### src/rtl/chse_pkg.sv
// Shared types and constants for the cubic Hermite segment evaluator.
`timescale 1ns / 1ps
package chse_pkg;

    localparam int POS_W      = 32;
    localparam int CFG_ADDR_W = 3;
    localparam int DIG_W      = 8;

    typedef enum logic [CFG_ADDR_W-1:0] {
        REG_START_POS = 3'd0,
        REG_END_POS   = 3'd1,
        REG_START_VEL = 3'd2,
        REG_END_VEL   = 3'd3,
        REG_DURATION  = 3'd4
    } t_cfg_reg;

    typedef struct packed {
        logic saturated;
        logic time_clamped;
    } t_out_flags;

    localparam logic [POS_W-1:0] POS_MAX = 32'h7FFF_FFFF;
    localparam logic [POS_W-1:0] POS_MIN = 32'h8000_0000;

endpackage

### src/rtl/chse_div.sv
// Pipelined restoring divider producing the normalized time, one quotient bit per stage.
`timescale 1ns / 1ps
module chse_div
    import chse_pkg::*;
#(
    parameter int TB = 16,
    parameter int SW = 33
) (
    input  logic          i_clk,
    input  logic          i_rst_n,
    input  logic          i_valid,
    output logic          o_ready,
    input  logic [TB-1:0] i_t,
    input  logic [TB-1:0] i_dur,
    input  logic          i_flag,
    output logic          o_valid,
    input  logic          i_ready,
    output logic [SW-1:0] o_s,
    output logic          o_flag
);

    logic          r_v    [SW];
    logic [TB-1:0] r_rem  [SW];
    logic [SW-1:0] r_q    [SW];
    logic          r_f    [SW];
    logic [SW:0]   rdy;

    assign rdy[SW] = i_ready;

    for (genvar k = 0; k < SW; k++) begin : g_stage
        logic          v_in;
        logic [TB:0]   cand;
        logic [SW-1:0] q_in;
        logic          f_in;
        logic          ge;

        if (k == 0) begin : g_first
            assign v_in = i_valid;
            assign cand = {1'b0, i_t};
            assign q_in = '0;
            assign f_in = i_flag;
        end else begin : g_next
            assign v_in = r_v[k-1];
            assign cand = {r_rem[k-1], 1'b0};
            assign q_in = r_q[k-1];
            assign f_in = r_f[k-1];
        end

        assign ge      = cand >= {1'b0, i_dur};
        assign rdy[k]  = !r_v[k] || rdy[k+1];

        always_ff @(posedge i_clk) begin
            if (!i_rst_n) begin
                r_v[k] <= 1'b0;
            end else if (rdy[k]) begin
                r_v[k] <= v_in;
            end
            if (rdy[k] && v_in) begin
                r_rem[k] <= ge ? TB'(cand - {1'b0, i_dur}) : TB'(cand);
                r_q[k]   <= {q_in[SW-2:0], ge};
                r_f[k]   <= f_in;
            end
        end
    end

    assign o_ready = rdy[0];
    assign o_valid = r_v[SW-1];
    assign o_s     = r_q[SW-1];
    assign o_flag  = r_f[SW-1];

endmodule

### config.mk
export PLATFORM = sky130hd
export DESIGN_NAME = chse_div
export DESIGN_NICKNAME = d
export VERILOG_FILES = /design/src/rtl/chse_pkg.sv /design/src/rtl/chse_div.sv
export SDC_FILE = /design/constraint.sdc
export NUM_CORES = 2
export LEC_CHECK = 0
export ABC_AREA = 1
export ABC_CLOCK_PERIOD_IN_PS = 3500
export BUFFER_PORTS_ARGS = -buffer_cell sky130_fd_sc_hd__buf_2
export CORE_UTILIZATION = 58
export DETAILED_ROUTE_END_ITERATION = 16
export GPL_ROUTABILITY_DRIVEN = 0
export MAX_ROUTING_LAYER = met4
export PLACE_DENSITY_LB_ADDON = 0.2
export SKIP_LAST_GASP = 1
export SYNTH_ARGS = -nofsm -noshare
export SYNTH_HDL_FRONTEND = slang
export SYNTH_SLANG_ARGS = --single-unit
### constraint.sdc
create_clock -name i_clk -period 3.5 [get_ports i_clk]
set_clock_uncertainty 0.05 [all_clocks]
set_input_delay 0.175 -clock i_clk [delete_from_list [all_inputs] [get_ports i_clk]]
set_output_delay 0.175 -clock i_clk [all_outputs]
set_load 0.01 [all_outputs]
==> results.json <==
{
  "reg2reg_depth": 20,
  "criticalPathCategory": "reg2out",
  "finalWirelength_um": 127900,
  "drive_gt1_share_pct": 14.46,
  "via_count": 38760,
  "required_ns": 3.27,
  "fin_cells": 6933,
  "rr_endpoint": "r_rem[0][48]",
  "synth_warnings": 0,
  "place_area_um2": 63600,
  "finalCriticalPeriod_ns": 3.719,
  "min_from": "i_flag",
  "hold_viol_final": 0,
  "core_um2": 103800,
  "cap_violations": 0,
  "hold_end": "r_f[0][0]",
  "dpl_worst_slack_ns": -0.07572,
  "ys_seq_area_share_pct": 56.20,
  "maxSlewViolCount": 0,
  "drtIter0Drc": 2595,
  "synthToLayoutAreaGrowth_pct": 12.02,
  "cp_max_fo": 4,
  "grt_usage_pct": 25.00,
  "synth_fp_nets": 5797,
  "worstReg2RegStart": "r_v[31]",
  "clock-sinks": 1139,
  "synth-edff-count": 1138,
  "worst-slew-pin-transition_ns": 1.114,
  "clockBufferDepth": 3,
  "synthTopCellsByArea": "edfxtp_1 56%, ha_1 11%, nand2_1 5.6%",
  "async_flop_share_pct": 0,
  "cts_tree": "yes",
  "yosysTopAreaCellShare_pct": 56.17,
  "critPathArrivalTime_ns": 3.49,
  "leakage_nw": 25.64,
  "die_w_um": 325.9,
  "fin_area_um2": 68150,
  "io_pins": 73,
  "place_inst": 6678,
  "clock_latency_ns": 0.72,
  "port_buffers": 72,
  "synthTopCellsByCount": "1138 x edfxtp_1, 907 x nand2_1, 527 x ha_1",
  "finalSetupViolations": 1,
  "clk_pin_slew_worst_paths_ns": 0.06,
  "grt_max_degree": 50,
  "vias_per_cell": 5.591,
  "syn_inst": 5201,
  "start_util_pct": 58.62,
  "drc": 0,
  "worst_hold_slack_ns": 0.1532,
  "power_density_nw_per_um2": 465.9,
  "cts_made_buffers": 116,
  "relSlewSlack_pct": 25.69,
  "rsz0062_at_grt": "yes",
  "fin_nets": 6049,
  "synth_flop_cell": "edfxtp_1",
  "die_h_um": 325.9,
  "ys_types": 48,
  "synth_area_um2": 60840,
  "end_kind": "output port",
  "worstHoldPathCells": 2,
  "gr-total-overflow": 0,
  "setup_tns_ns": -0.2186,
  "die_area_um2": 106200,
  "wire_per_inst_um": 18.44,
  "vdd_ir_drop_max_mv": 0.6129,
  "synth.most_common_cell": "edfxtp_1",
  "antenna_found_initial": 1,
  "dr.pass1.iters": 5,
  "postLayoutCoreUtil_pct": 65.66,
  "rows": 118,
  "finalWorstSetupSlack_ns": -0.2186,
  "power_mw": 31.75,
  "grt_pass1_vias": 38010,
  "htreeDepth": 3,
  "synth.avg_cell_area_um2": 11.70,
  "hold_path_class": "in2reg",
  "reg2reg_setup_slack_ns": 0.19,
  "post-route-period-util_pct": 106.2,
  "dp_hpwl_um": 88140,
  "antenna_left": 0,
  "ys_seq_elements": 1139,
  "cts.root.buffer_cell": "clkbuf_16",
  "violations": "negative setup slack",
  "status": "finished, violations left",
  "grt_first_pass_wirelength_um": 201000,
  "cp-start-kind": "flop",
  "synth_top_area_cell": "edfxtp_1",
  "clock.fmax_ghz": 0.2689
}
==> power by group <==
part / leakage (nW) / internal [mW] / switching [mW]
Clock: 1.96 / 7.64 / 5.37
Sequential: 10.4 / 15.1 / 0.0738
Combinational: 13.3 / 1.47 / 2.09
==> worst max-delay path, cell delays in order, from the launching register on <==
cell,delay (ns)
edfxtp_1,0.36
nand3_2,0.11
nor2_4,0.19
nand4_4,0.12
nor2_4,0.16
nand4_4,0.10
nor2_4,0.13
nand4_4,0.10
nor2_4,0.13
nand4_4,0.10
nor2_4,0.15
nand4_4,0.13
nor2_4,0.18
nand4_4,0.11
nor2_4,0.14
nand4_1,0.13
nor2_2,0.15
nand3_4,0.11
buf_6,0.15
==> per-layer routing <==
metal,GRT usage [%],vias up,wire [um]
li1,-,19300,-
met5,-,-,0
met2,39.87,967,59750
met4,9.533,0,4849
met1,31.93,18220,55290
met3,4.457,276,7978
==> worst max path at each step <==
stage / to / cells past startpoint / start
2_1_floorplan: r_rem[0][12] / 17 / i_dur[3]
3_3_place_gp: r_rem[0][5] / 20 / r_v[31]
3_5_place_dp: r_rem[0][15] / 20 / r_v[31]
4_1_cts: o_ready / 18 / r_v[32]
5_1_grt: o_ready / 18 / r_v[31]
6_report: o_ready / 18 / r_v[31]
==> flip-flops by register name, summed over array words and instances, names as in the netlist <==
name	cells
r_q	561
r_rem	512
r_f	33
r_v	33
==> layout by cell type (no fill, tap or decap), types with 42 or more instances in the layout <==
cell and n:
edfxtp_1 1138, nand2_1 905, ha_1 525, a21oi_1 427, xnor2_1 240, inv_1 238
o21ai_0 234, o21ai_1 220, nor2_1 182, xor2_1 177, nand3_1 172, o21ai_2 134
clkbuf_16 117, buf_4 102, nor3_1 69, buf_2 69, nand2_2 61, a21oi_2 48
o21bai_2 44, buf_12 42
==> kinds of logic (layout without fill, tap and decap cells) <==
family          count (synthesis)  in the layout  share of synthesized area (%)
compound gates               1174           1174                          11.65
flops                        1139           1139                          56.20
simple gates                 1519           1519                          10.94
xor+xnor                      417            417                          6.003
fa+ha+maj                     559            559                          11.89
buf+inv                       393            744                          3.313
other cells                     0              1                              0
==> layout make-up <==
| type | instances | area, um^2 |
|---|---|---|
| diodes | 1 | 2.502 |
| clock buffers | 131 | 2980 |
| clock inverters | 86 | 1095 |
| fillers | 7553 | 35640 |
| inverters | 286 | 1097 |
| multi-input cells | 3669 | 24820 |
| flip-flops and latches | 1139 | 34190 |
| well taps | 1380 | 1727 |
| repair buffers | 241 | 2236 |
==> timing repair <==
action,in CTS,in global routing
pin swaps,4,13
hold endpoints to repair,34,0
gates resized for setup,4,34
setup endpoints to repair,19,157
cloned,0,0
hold buffers,25,0
setup buffers,4,8
(Power assumes the default switching activity.)
